$ cat src/mstt_pkg.sv
// package for the multi-slot periodic timer table
// holds field widths, function and kind codes and the slot store word layout
// no dependencies

package mstt_pkg;

    localparam int NOW_W  = 64;
    localparam int IVAL_W = 32;
    localparam int CNT_W  = 32;

    // input function code
    typedef enum logic {
        FUNC_INSTALL = 1'b0,
        FUNC_TICK    = 1'b1
    } t_func;

    // result kind code
    typedef enum logic {
        KIND_ACK  = 1'b0,
        KIND_FIRE = 1'b1
    } t_kind;

    // one entry of the slot store
    typedef struct packed {
        logic [NOW_W-1:0]  deadline;
        logic [CNT_W-1:0]  remaining;
        logic [IVAL_W-1:0] interval;
    } t_slot_word;

endpackage

$ cat src/mstt_if.sv
// valid/ready channel interfaces of the timer table
// depends on mstt_pkg for field widths

interface mstt_in_if;
    logic                          valid;
    logic                          ready;
    logic                          func;
    logic [mstt_pkg::NOW_W-1:0]    now;
    logic [mstt_pkg::IVAL_W-1:0]   interval;
    logic [mstt_pkg::CNT_W-1:0]    repeat_count;

    modport source (output valid, func, now, interval, repeat_count, input ready);
    modport sink   (input valid, func, now, interval, repeat_count, output ready);
endinterface

interface mstt_out_if #(
    parameter int SLOT_W = 6
);
    logic              valid;
    logic              ready;
    logic              kind;
    logic [SLOT_W-1:0] slot;
    logic              table_full;
    logic              removed;
    logic              last;

    modport source (output valid, kind, slot, table_full, removed, last, input ready);
    modport sink   (input valid, kind, slot, table_full, removed, last, output ready);
endinterface

$ cat src/multi_slot_periodic_timer_table.sv
// Install: one free-slot probe per cycle from slot 0, taking the lowest free slot;
//   a full table answers without probing.
// Tick: one slot per cycle through the slot store read port, except while a firing
//   waits on a stalled result side; one shared 64-bit adder and one comparator.
// One item at a time; the input is ready again once the last result, if any, is registered.
// Reset clears the active bits and count; the slot store has no clearing pass.
// depends on mstt_pkg, mstt_if and mstt_ram

module multi_slot_periodic_timer_table #(
    parameter int SLOTS = 32
) (
    input  logic i_clk,
    input  logic i_rst_n,
    mstt_in_if.sink    i_in,
    mstt_out_if.source o_out
);

    localparam int IW = (SLOTS > 1) ? $clog2(SLOTS) : 1;
    localparam int CW = $clog2(SLOTS + 1);
    localparam int WW = $bits(mstt_pkg::t_slot_word);

    typedef enum logic [1:0] {
        S_IDLE,
        S_INST,
        S_TICK
    } t_state;

    t_state r_state, n_state;

    // latched input item
    logic                        r_func,  n_func;
    logic [mstt_pkg::NOW_W-1:0]  r_now,   n_now;
    logic [mstt_pkg::IVAL_W-1:0] r_ival,  n_ival;
    logic [mstt_pkg::CNT_W-1:0]  r_cnt,   n_cnt;

    // slot bookkeeping
    logic [SLOTS-1:0] r_active, n_active;
    logic [CW-1:0]    r_total,  n_total;

    // scan pipeline
    logic [CW-1:0] r_rd_idx, n_rd_idx;
    logic          r_ev_vld, n_ev_vld;
    logic [IW-1:0] r_ev_idx, n_ev_idx;

    // held firing result, sent once the next one or the scan end is known
    logic          r_pend,     n_pend;
    logic [IW-1:0] r_pend_slot, n_pend_slot;
    logic          r_pend_rem, n_pend_rem;

    // output register
    logic          r_out_valid, n_out_valid;
    logic          r_out_kind,  n_out_kind;
    logic [CW-1:0] r_out_slot,  n_out_slot;
    logic          r_out_full,  n_out_full;
    logic          r_out_rem,   n_out_rem;
    logic          r_out_last,  n_out_last;

    // slot store port
    logic                 ram_we;
    logic [IW-1:0]        ram_waddr;
    mstt_pkg::t_slot_word ram_wdata;
    logic                 ram_re;
    mstt_pkg::t_slot_word ram_rdata;

    // shared arithmetic
    logic [mstt_pkg::IVAL_W-1:0] add_op;
    logic [mstt_pkg::NOW_W-1:0]  sum;
    logic                        due;
    logic                        out_free;
    logic                        stall;
    logic [mstt_pkg::CNT_W-1:0]  rem_dec;
    logic                        freed;

    mstt_ram #(
        .WIDTH (WW),
        .DEPTH (SLOTS),
        .AW    (IW)
    ) u_store (
        .i_clk   (i_clk),
        .i_we    (ram_we),
        .i_waddr (ram_waddr),
        .i_wdata (ram_wdata),
        .i_re    (ram_re),
        .i_raddr (r_rd_idx[IW-1:0]),
        .o_rdata (ram_rdata)
    );

    // one adder shared by install and tick; the comparator serves the tick scan
    assign add_op  = (r_state == S_INST) ? r_ival : ram_rdata.interval;
    assign sum     = r_now + {{(mstt_pkg::NOW_W - mstt_pkg::IVAL_W){1'b0}}, add_op};
    assign due     = r_ev_vld && r_active[r_ev_idx] && (ram_rdata.deadline < r_now);
    assign rem_dec = (ram_rdata.remaining != '0) ? ram_rdata.remaining - 1'b1
                                                 : ram_rdata.remaining;
    assign freed   = (ram_rdata.remaining == {{(mstt_pkg::CNT_W-1){1'b0}}, 1'b1});

    assign out_free = !r_out_valid || o_out.ready;
    assign stall    = due && r_pend && !out_free;

    // handshake ports
    assign i_in.ready       = (r_state == S_IDLE);
    assign o_out.valid      = r_out_valid;
    assign o_out.kind       = r_out_kind;
    assign o_out.slot       = r_out_slot;
    assign o_out.table_full = r_out_full;
    assign o_out.removed    = r_out_rem;
    assign o_out.last       = r_out_last;

    // sequencer next state
    always_comb begin
        n_state     = r_state;
        n_func      = r_func;
        n_now       = r_now;
        n_ival      = r_ival;
        n_cnt       = r_cnt;
        n_active    = r_active;
        n_total     = r_total;
        n_rd_idx    = r_rd_idx;
        n_ev_vld    = r_ev_vld;
        n_ev_idx    = r_ev_idx;
        n_pend      = r_pend;
        n_pend_slot = r_pend_slot;
        n_pend_rem  = r_pend_rem;
        n_out_valid = r_out_valid;
        n_out_kind  = r_out_kind;
        n_out_slot  = r_out_slot;
        n_out_full  = r_out_full;
        n_out_rem   = r_out_rem;
        n_out_last  = r_out_last;
        ram_we      = 1'b0;
        ram_waddr   = r_ev_idx;
        ram_wdata   = '{deadline: sum, remaining: rem_dec, interval: ram_rdata.interval};
        ram_re      = 1'b0;

        if (r_out_valid && o_out.ready) begin
            n_out_valid = 1'b0;
        end

        unique case (r_state)
            S_IDLE: begin
                if (i_in.valid) begin
                    n_func   = i_in.func;
                    n_now    = i_in.now;
                    n_ival   = i_in.interval;
                    n_cnt    = i_in.repeat_count;
                    n_rd_idx = '0;
                    n_ev_vld = 1'b0;
                    n_pend   = 1'b0;
                    n_state  = (i_in.func == mstt_pkg::FUNC_TICK) ? S_TICK : S_INST;
                end
            end

            S_INST: begin
                if (r_total == CW'(SLOTS)) begin
                    // table full: one acknowledge with the full flag
                    if (out_free) begin
                        n_out_valid = 1'b1;
                        n_out_kind  = mstt_pkg::KIND_ACK;
                        n_out_slot  = CW'(SLOTS);
                        n_out_full  = 1'b1;
                        n_out_rem   = 1'b0;
                        n_out_last  = 1'b1;
                        n_state     = S_IDLE;
                    end
                end else if (!r_active[r_rd_idx[IW-1:0]]) begin
                    // lowest free slot found
                    if (out_free) begin
                        ram_we      = 1'b1;
                        ram_waddr   = r_rd_idx[IW-1:0];
                        ram_wdata   = '{deadline: sum, remaining: r_cnt, interval: r_ival};
                        n_active[r_rd_idx[IW-1:0]] = 1'b1;
                        n_total     = r_total + 1'b1;
                        n_out_valid = 1'b1;
                        n_out_kind  = mstt_pkg::KIND_ACK;
                        n_out_slot  = r_rd_idx;
                        n_out_full  = 1'b0;
                        n_out_rem   = 1'b0;
                        n_out_last  = 1'b1;
                        n_state     = S_IDLE;
                    end
                end else begin
                    n_rd_idx = r_rd_idx + 1'b1;
                end
            end

            S_TICK: begin
                if (!stall) begin
                    // evaluate the slot whose entry the last issued read returned
                    if (due) begin
                        ram_we = 1'b1;
                        if (freed) begin
                            n_active[r_ev_idx] = 1'b0;
                            n_total = r_total - 1'b1;
                        end
                        if (r_pend) begin
                            n_out_valid = 1'b1;
                            n_out_kind  = mstt_pkg::KIND_FIRE;
                            n_out_slot  = CW'(r_pend_slot);
                            n_out_full  = 1'b0;
                            n_out_rem   = r_pend_rem;
                            n_out_last  = 1'b0;
                        end
                        n_pend      = 1'b1;
                        n_pend_slot = r_ev_idx;
                        n_pend_rem  = freed;
                    end
                    // issue the next read
                    if (r_rd_idx != CW'(SLOTS)) begin
                        ram_re   = 1'b1;
                        n_ev_vld = 1'b1;
                        n_ev_idx = r_rd_idx[IW-1:0];
                        n_rd_idx = r_rd_idx + 1'b1;
                    end else begin
                        n_ev_vld = 1'b0;
                    end
                end
                // scan done: flush the held result as the last one
                if (!r_ev_vld && r_rd_idx == CW'(SLOTS)) begin
                    if (!r_pend) begin
                        n_state = S_IDLE;
                    end else if (out_free) begin
                        n_out_valid = 1'b1;
                        n_out_kind  = mstt_pkg::KIND_FIRE;
                        n_out_slot  = CW'(r_pend_slot);
                        n_out_full  = 1'b0;
                        n_out_rem   = r_pend_rem;
                        n_out_last  = 1'b1;
                        n_pend      = 1'b0;
                        n_state     = S_IDLE;
                    end
                end
            end

            default: begin
                n_state = S_IDLE;
            end
        endcase
    end

    // state and registered outputs
    always_ff @(posedge i_clk) begin
        if (!i_rst_n) begin
            r_state     <= S_IDLE;
            r_active    <= '0;
            r_total     <= '0;
            r_ev_vld    <= 1'b0;
            r_pend      <= 1'b0;
            r_out_valid <= 1'b0;
            r_rd_idx    <= '0;
        end else begin
            r_state     <= n_state;
            r_active    <= n_active;
            r_total     <= n_total;
            r_ev_vld    <= n_ev_vld;
            r_pend      <= n_pend;
            r_out_valid <= n_out_valid;
            r_rd_idx    <= n_rd_idx;
        end
        r_func      <= n_func;
        r_now       <= n_now;
        r_ival      <= n_ival;
        r_cnt       <= n_cnt;
        r_ev_idx    <= n_ev_idx;
        r_pend_slot <= n_pend_slot;
        r_pend_rem  <= n_pend_rem;
        r_out_kind  <= n_out_kind;
        r_out_slot  <= n_out_slot;
        r_out_full  <= n_out_full;
        r_out_rem   <= n_out_rem;
        r_out_last  <= n_out_last;
    end

    // active count tracks the active bits
    a_total_matches: assert property (@(posedge i_clk) disable iff (!i_rst_n)
        r_total == CW'($countones(r_active)))
        else $error("active count does not match active bits");

    // a held firing exists only during a tick scan
    a_pend_in_tick: assert property (@(posedge i_clk) disable iff (!i_rst_n)
        (r_pend || r_ev_vld) |-> (r_state == S_TICK))
        else $error("scan state outside tick");

    // full flag only on an install acknowledge with slot equal to the slot count
    a_full_result: assert property (@(posedge i_clk) disable iff (!i_rst_n)
        (r_out_valid && r_out_full) |->
            (r_out_kind == mstt_pkg::KIND_ACK && !r_out_rem && r_out_slot == CW'(SLOTS)))
        else $error("bad full result");

    // a freed slot is inactive right after its firing
    a_freed_clears: assert property (@(posedge i_clk) disable iff (!i_rst_n)
        (r_state == S_TICK && due && !stall && freed) |=> !r_active[$past(r_ev_idx)])
        else $error("freed slot still active");

endmodule

$ cat src/mstt_ram.sv
// generic single-write, single-read ram with registered read data
// no dependencies

module mstt_ram #(
    parameter int WIDTH = 8,
    parameter int DEPTH = 32,
    parameter int AW    = 5
) (
    input  logic             i_clk,
    input  logic             i_we,
    input  logic [AW-1:0]    i_waddr,
    input  logic [WIDTH-1:0] i_wdata,
    input  logic             i_re,
    input  logic [AW-1:0]    i_raddr,
    output logic [WIDTH-1:0] o_rdata
);

    logic [WIDTH-1:0] r_mem [DEPTH];
    logic [WIDTH-1:0] r_rdata;

    // write port and registered read, read data holds when not enabled
    always_ff @(posedge i_clk) begin
        if (i_we) begin
            r_mem[i_waddr] <= i_wdata;
        end
        if (i_re) begin
            r_rdata <= r_mem[i_raddr];
        end
    end

    assign o_rdata = r_rdata;

endmodule
$ cat src/flat_wrapper.sv
// flat-port wrapper written by rule: the top's interface ports become plain ports
module multi_slot_periodic_timer_table_flat 
#(
    parameter int SLOTS = 32
)
  (i_clk, i_rst_n, i_in_valid, i_in_func, i_in_now, i_in_interval, i_in_repeat_count, i_in_ready, o_out_valid, o_out_kind, o_out_slot, o_out_table_full, o_out_removed, o_out_last, o_out_ready);
  mstt_in_if i_in_i ();
  mstt_out_if o_out_i ();
  input  logic i_clk;
  input  logic i_rst_n;
  input wire logic [$bits(i_in_i.valid)-1:0] i_in_valid;
  input wire logic [$bits(i_in_i.func)-1:0] i_in_func;
  input wire logic [$bits(i_in_i.now)-1:0] i_in_now;
  input wire logic [$bits(i_in_i.interval)-1:0] i_in_interval;
  input wire logic [$bits(i_in_i.repeat_count)-1:0] i_in_repeat_count;
  output wire logic [$bits(i_in_i.ready)-1:0] i_in_ready;
  output wire logic [$bits(o_out_i.valid)-1:0] o_out_valid;
  output wire logic [$bits(o_out_i.kind)-1:0] o_out_kind;
  output wire logic [$bits(o_out_i.slot)-1:0] o_out_slot;
  output wire logic [$bits(o_out_i.table_full)-1:0] o_out_table_full;
  output wire logic [$bits(o_out_i.removed)-1:0] o_out_removed;
  output wire logic [$bits(o_out_i.last)-1:0] o_out_last;
  input wire logic [$bits(o_out_i.ready)-1:0] o_out_ready;
  assign i_in_i.valid = i_in_valid;
  assign i_in_i.func = i_in_func;
  assign i_in_i.now = i_in_now;
  assign i_in_i.interval = i_in_interval;
  assign i_in_i.repeat_count = i_in_repeat_count;
  assign i_in_ready = i_in_i.ready;
  assign o_out_valid = o_out_i.valid;
  assign o_out_kind = o_out_i.kind;
  assign o_out_slot = o_out_i.slot;
  assign o_out_table_full = o_out_i.table_full;
  assign o_out_removed = o_out_i.removed;
  assign o_out_last = o_out_i.last;
  assign o_out_i.ready = o_out_ready;
  multi_slot_periodic_timer_table #(.SLOTS(SLOTS)) u_core (.i_clk(i_clk), .i_rst_n(i_rst_n), .i_in(i_in_i), .o_out(o_out_i));
endmodule
$ cat config.mk
export PLATFORM = sky130hd
export DESIGN_NAME = multi_slot_periodic_timer_table_flat
export DESIGN_NICKNAME = d
export VERILOG_FILES = /design/src/mstt_pkg.sv /design/src/mstt_if.sv /design/src/multi_slot_periodic_timer_table.sv /design/src/mstt_ram.sv /design/src/flat_wrapper.sv
export SDC_FILE = /design/constraint.sdc
export NUM_CORES = 2
export LEC_CHECK = 0
export ABC_AREA = 1
export BUFFER_PORTS_ARGS = -buffer_cell sky130_fd_sc_hd__buf_2
export CELL_PAD_IN_SITES_DETAIL_PLACEMENT = 1
export CELL_PAD_IN_SITES_GLOBAL_PLACEMENT = 2
export CORE_MARGIN = 8
export CORE_UTILIZATION = 49
export DETAILED_ROUTE_END_ITERATION = 6
export PLACE_DENSITY_LB_ADDON = 0.3
export SYNTH_ARGS = -nofsm -noshare
export SYNTH_HDL_FRONTEND = slang
export SYNTH_SLANG_ARGS = --single-unit
$ cat constraint.sdc
create_clock -name i_clk -period 14.35 [get_ports i_clk]
set_clock_uncertainty 0.2 [all_clocks]
set_input_delay 1.435 -clock i_clk [delete_from_list [all_inputs] [get_ports i_clk]]
set_output_delay 1.435 -clock i_clk [all_outputs]
set_load 0.03 [all_outputs]
After elaboration in Yosys (flattened, before gate mapping)
Memories as Yosys holds them, arrays and structs flattened. A register that Yosys moved wholly into a read port is not among the register bits. Index checks and enable logic that the tools add are counted.

Input bits: 133. Register bits after elaboration: 198. Word-level logic and storage cells: 206. RAM bits: 4096. Memories: 1. Output and inout port bits: 12.

Add/sub/neg operators: 5. $lt $le $gt $ge: 5. Eq/ne operators: 17. Reductions and logical operators: 27. Multiplexer cells: 129. Bitwise operators: 4.

Memories: u_core.u_store.r_mem (words 32, bits a word 128, rd ports 1, clocked after Yosys merged registers in 1, write ports 1, RTL line mstt_ram.sv:18) `logic [WIDTH-1:0] r_mem [DEPTH];`.

Operator list (number): 32-bit two-way mux (8); 64-bit two-way mux (4); 6-bit two-way mux (21); 1-bit two-way mux (68); 64-bit by 32-bit adder with 64-bit output (1); 64-bit less-than comparator (1); 32-bit one-hot mux with 2 select lines (1); 32-bit AND (1); 32-bit by 1-bit == test with 1-bit output, second input constant (1); 32-bit inverter (1); 32-bit bitwise OR (1); 32-bit nonzero test (1); 32-bit by 1-bit subtractor with 32-bit output, second input constant (1); 6-bit one-hot mux with 2 select lines (2); 5-bit two-way mux (4); 6-bit one-hot mux with 3 select lines (1); 1-bit one-hot mux with 2 select lines (8); 3-bit AND reduction (5); 2-bit two-way mux (7); 6-bit by 1-bit adder with 6-bit output, second input constant (2); 6-bit == test, second input constant (2); 5-bit by 6-bit less-than comparator with 1-bit output, second input constant (2); 1-bit binary-select mux with 5-bit select (2); 1-bit demux with 5-bit select (2); other kinds (19) (40).

Longest topological paths before layout
Depth in word-level cells: 11. Mapped depth: 21. Depth with buffers taken out: 20.

Hierarchy
From an unflattened synthesis, not the netlist that was laid out.

Cells, all modules: 15352. Area total of the unflattened synthesis: 182282.3 µm².

Modules (own cells, without submodules): mstt_ram (seq. area each 126841.7 µm², area an instance 167025.2 µm², cells an instance 13222, instances 1); multi_slot_periodic_timer_table (seq. area each 5455.2 µm², area an instance 15257.1 µm², cells an instance 2130, instances 1).

Worst setup path before layout
OpenSTA, ideal clock, no wires.

Path kind: input port to flip-flop. Start: input port o_out_ready. End: memory u_core.u_store.r_mem[0][0] in the netlist's numbering (enable). Path slack: 5.745 ns. Required time: 13.533 ns. Cell stages on the path: 10. Arrival: 7.787 ns. Buffers on the path: 1. Library setup time: 0.617 ns. Cell sequence: nor2_1 > nor2_2 > nand2_2 > buf_6 > nand2_1 > o21ai_2 > inv_2 > nor2_2 > nand2_1 > nor2_1.

Cells in the longest elaborated chain, start to end: 7. Elaborated cells on any way between the ends: 14. Classes of those cells: 11 x mux; 3 x reduce/logical.

RTL lines: from (decl) (RTL line flat_wrapper.sv:23) `input wire logic [$bits(o_out_i.ready)-1:0] o_out_ready;`; 1-bit logical OR (*) (RTL line multi_slot_periodic_timer_table.sv:96) `assign out_free = !r_out_valid || o_out.ready;`; 1-bit two-way mux or 1-bit logical NOT (tied branches) (RTL line multi_slot_periodic_timer_table.sv:166, multi_slot_periodic_timer_table.sv:97); 1-bit two-way mux or 1-bit logical AND (tied branches) (RTL line multi_slot_periodic_timer_table.sv:164, multi_slot_periodic_timer_table.sv:97); 1-bit two-way mux, on equally long branches (RTL line multi_slot_periodic_timer_table.sv:153, multi_slot_periodic_timer_table.sv:186); 1-bit one-hot mux with 2 select lines (RTL line multi_slot_periodic_timer_table.sv:138) `unique case (r_state)`; 1-bit two-way mux (RTL line mstt_ram.sv:23) `if (i_we) begin`; 1-bit two-way mux (not written as such) (RTL line mstt_ram.sv:24) `r_mem[i_waddr] <= i_wdata;`; to (decl) (RTL line mstt_ram.sv:18).

Every way passes the cells marked *; elsewhere a longest branch is shown, timed or not.

Worst setup path in the final report
Start: register u_core.r_rd_idx[0]. End: memory u_core.u_store.r_mem[17][43] in the netlist's numbering (enable).

Cells in the longest elaborated chain, start to end: 7. Elaborated cells on any way between the ends: 11. Classes of those cells: 11 x mux.

RTL lines: from (decl) (RTL line multi_slot_periodic_timer_table.sv:41) `logic [CW-1:0] r_rd_idx, n_rd_idx;`; from (signal assigned) (RTL line multi_slot_periodic_timer_table.sv:256) `r_rd_idx <= n_rd_idx;`; 1-bit binary-select mux with 5-bit select (RTL line multi_slot_periodic_timer_table.sv:164) `end else if (!r_active[r_rd_idx[IW-1:0]]) begin`; 1-bit two-way mux (not written as such) (RTL line multi_slot_periodic_timer_table.sv:164); 1-bit two-way mux (RTL line multi_slot_periodic_timer_table.sv:164); 1-bit two-way mux (RTL line multi_slot_periodic_timer_table.sv:153) `if (r_total == CW'(SLOTS)) begin`; 1-bit one-hot mux with 2 select lines (RTL line multi_slot_periodic_timer_table.sv:138); 1-bit two-way mux (RTL line mstt_ram.sv:23); 1-bit two-way mux (not written as such) (RTL line mstt_ram.sv:24).

Several ways; a longest one is shown, not always the timed one. The select of a mux whose other input is x is not followed.

==> impl_results.md <==
- Remaining global-route overflow: 0
- P&R area growth vs syn: 12.3%
- Max-slew headroom: -0.371%
- Fin cells: about 18000
- Violated checks: capacitance limit, slew limit
- Pins Over Slew Limit: 33
- Slowest-stage cell, CP: nor2_4
- Hold depth: 2
- DRC: 0
- Synth cell types: 59
- Number of synthesized flops with an enable pin: around 4400
- R2R setup slack: roughly 6.1 ns
- Comb pwr share: between 20% and 30%
- Final setup vio count: 0
- Clk_lat worst skew: 1.05 ns
- First-pass GRT wire length: roughly 850000 microns
- Post-route ant nets: 0
- Area of the mapped netlist: 175000 sq um
- Setup crit end kind: flop
- Met3 routed WL: 51800 microns
- DP Worst Slack: between 6 and 7 ns
- Nets: about 13000
- Vias: 118000
- Worst slew pin tran: 1.50 ns
- RSZ-0062 raised after global routing: false
- # Max-Cap Violations: 1
- Drt initial violations: 15300
- Post-CTS sizing: 0
- Starting Density: a little under 50%
- Routed wire length per instance: about 33 microns
- Number of global-route vias before repair: approximately 120k
- Final Cycle Share: a little under three fifths
- Max layer used: met5
- Dominant cells by area after synthesis: edfxtp_1 75%, o21ai_0 6.5%, nor2_1 5.0%
- Initial antenna violation count: 27
- Largest net degree at the start of global routing: between 200 and 250
- Crit start category: flop
- Inserted Clock Buffers: 450
- CTS tree: built
- Layout cells sized above 1: under 10%
- Top-area cell type share of the netlist area: between 70% and 80%
- CTS Buffer Depth: 4
- Fillers: approximately 34000
- Async S/R FF share, synth: 0%
- Crit path DAT: about 8.7 ns
- Highest cell delay on the worst timing path: 0.97 ns
- Die Y: between 600 and 700 microns
- Htree depth: 5
- Worst reg2reg path depth: 18
- Syn_area_per_cell: approximately 13 sq um
- Hold path start: u_core.r_active[8]
- Clk sinks: approximately 4400
- Synth Instances: around 13000
- Hold Fails Final Rpt: 0
- Worst min-delay path class: reg2reg
- Placed wire-length estimate: between 300000 and 400000 microns
- Sequential share of the synthesized area: about three quarters
- # Post-CTS Setup Buffers: 0
- Yosys reg bits: approximately 4400
- Vias per inst: 6.48
- Post-cts hold buffer count: 0
- Max Freq: between 100 and 150 MHz
- Register Area: around 130000 sq um
- Worst R2R Start: u_core.r_rd_idx[0]
- Final GP Congestion: 0.887
- Area leader, netlist: edfxtp_1
- Post-route setup slack: approximately 6 ns
- Wire length on met1: 236000 microns
- Worst-path clk slew: around 0.070 ns
- Switching pwr: between 10 and 15 mW
- LEAKAGE: 64.0 nW
- VDD IR-drop max: 0.000224 V
- Placed insts: approximately 17000
- Sequential share of power: between 40% and 50%
- Clock power share: roughly 28%
- DR WL met2: roughly 280000 microns
- Drt first pass iters: 6
- Sum Neg Setup Slack: 0 ns
- YS warnings: 0
- Top_reg_cell synth: edfxtp_1
- Full die area: approximately 380000 sq um
- Int Power: about 27 mW
- Placeable Area: 356000 sq um
- FP Rows: roughly 220
- Die extent in x: 614 microns
- PD cells: 213 nW/um^2
- IO Port Bufs: 144
- Crit-path max FO: 100
- CP Class: reg2reg
- Worst EP required: 14.79 ns
- RR Endpoint: u_core.u_store.r_mem[17][43]
- Hold Path End: u_core.r_active[8]
- GRT Total Usage: 31.0%
- IO Pins: roughly 150
- Status: finished, violations left
- Switching Share: a little over a third
- Tmin final: around 8.3 ns
- CTS root buf: clkbuf_16
- Mapped Nets: ~13000
- Critical path cell sequence: buf_4, inv_8, a21oi_1, o21ai_0, nand2_1, nand2_1, nand2_1, nor2_2, nand2_2, nor2_2, nand2_8, buf_4, nand2_1, o21ai_2, nand4_2, nor2_4, buf_4, buf_4
- Multi-input logic area: 39300 sq um
- Final WL: ~600000 microns
==> cell usage after synthesis, types with 60 or more instances <==
library cell / count
a221oi_1: 245
a21oi_1: 124
ha_1: 110
buf_2: 60
xor2_1: 60
a22o_1: 238
nand3_1: 88
o21ai_0: 2280
edfxtp_1: 4373
nor2_1: 2348
clkbuf_1: 766
inv_1: 299
nand2_1: 697
o22ai_1: 1024
==> how the worst max path moves through the flow <==
stage                  startpoint                      endpoint  slack (ns)  cells after the start
4_1_cts        u_core.r_rd_idx[0]  u_core.u_store.r_mem[17][58]        6.15                     18
3_3_place_gp   u_core.r_rd_idx[0]  u_core.u_store.r_mem[17][36]        6.14                     18
2_1_floorplan         o_out_ready    u_core.u_store.r_mem[0][0]        5.75                     10
6_report       u_core.r_rd_idx[0]  u_core.u_store.r_mem[17][43]        6.09                     18
3_5_place_dp   u_core.r_rd_idx[0]  u_core.u_store.r_mem[17][55]        6.09                     18
5_1_grt        u_core.r_rd_idx[0]  u_core.u_store.r_mem[17][43]        5.78                     18
==> logic make-up (layout without fill, tap and decap cells) <==
logic type,Yosys count,count (layout),synth area share (%)
DFF,4422,4422,75.6
AOI/OAI and AO/OA,3974,3974,13.2
and+or+nand+nor,3291,3291,7.35
buffers and inverters,1164,1556,2.57
adders and majority gates,112,112,0.810
xor gates and xnor gates,84,84,0.421
other,0,14,0
==> metrics by stage <==
step / power [mW] / area [sq um] / util, % / hold slack (ns)
final: 41.8 / 196000 / 55.2 / 0.291
after global routing: 43.0 / 196000 / 55.2 / 0.317
after CTS: 41.7 / 196000 / 55.2 / 0.291
after detailed placement: 30.2 / 182000 / 51.1 / 0.281
after global placement: 29.6 / 182000 / 51.1 / 0.262
after floorplan: 24.6 / 175000 / - / 0.203
==> final cells by class <==
type                    count  share of cell area, %
clock buffers             532                   5.93
inverters                 310                  0.607
multi-input cells        7461                   20.0
well taps                4751                   3.03
flip-flops and latches   4422                   67.4
diodes                     14                 0.0178
clock inverters           290                   1.41
repair buffers            424                   1.63
==> registers in the layout, indices dropped and copies added, names as in the netlist, 2 cells and up <==
signal	count
u_core.r_ev_idx	5
u_core.o_out.slot	6
u_core.r_ival	32
u_core.r_total	6
u_core.u_store.r_mem	4096
u_core.r_now	64
u_core.r_pend_slot	5
u_core.r_active	32
u_core.r_rd_idx	6
u_core.u_store.o_rdata	128
u_core.r_state	2
u_core.r_cnt	32
==> layout by cell type (no fill, tap or decap), drive strengths merged, types with 89 or more instances in the layout <==
cell	synthesis	routed
a21oi	125	125
a221oi	245	245
a22o	238	238
buf	88	424
clkbuf	766	532
clkinv	1	218
edfxtp	4373	4373
ha	110	110
inv	309	323
nand2	701	701
nand3	89	89
nor2	2358	2358
o21ai	2292	2292
o22ai	1024	1024
==> power groups by stage <==
| stage | combinational [mW] | clock [mW] | sequential [mW] |
|---|---|---|---|
| 2_1_floorplan | 5.89 | 0 | 18.7 |
| 3_3_place_gp | 11.0 | 0 | 18.7 |
| 3_5_place_dp | 11.5 | 0 | 18.7 |
| 4_1_cts | 11.5 | 11.7 | 18.4 |
| 5_1_grt | 12.4 | 12.1 | 18.5 |
| 6_report | 11.7 | 11.6 | 18.4 |
==> layer usage <==
| metal | global-route usage, % | up-vias |
|---|---|---|
| met5 | 0 | - |
| met4 | 13.6 | 10 |
| met3 | 4.70 | 1290 |
| met2 | 50.4 | 6120 |
| met1 | 41.8 | 61400 |
| li1 | - | 49200 |
==> critical path: cells and delay by family, from the launching register on <==
family                 cells  cell delay (ns)
flip-flops                 1             0.79
buffers and inverters      5             3.35
AO/OA/AOI/OAI              3             0.56
AND/OR/NAND/NOR           10             2.61
(Power assumes the default switching activity.)
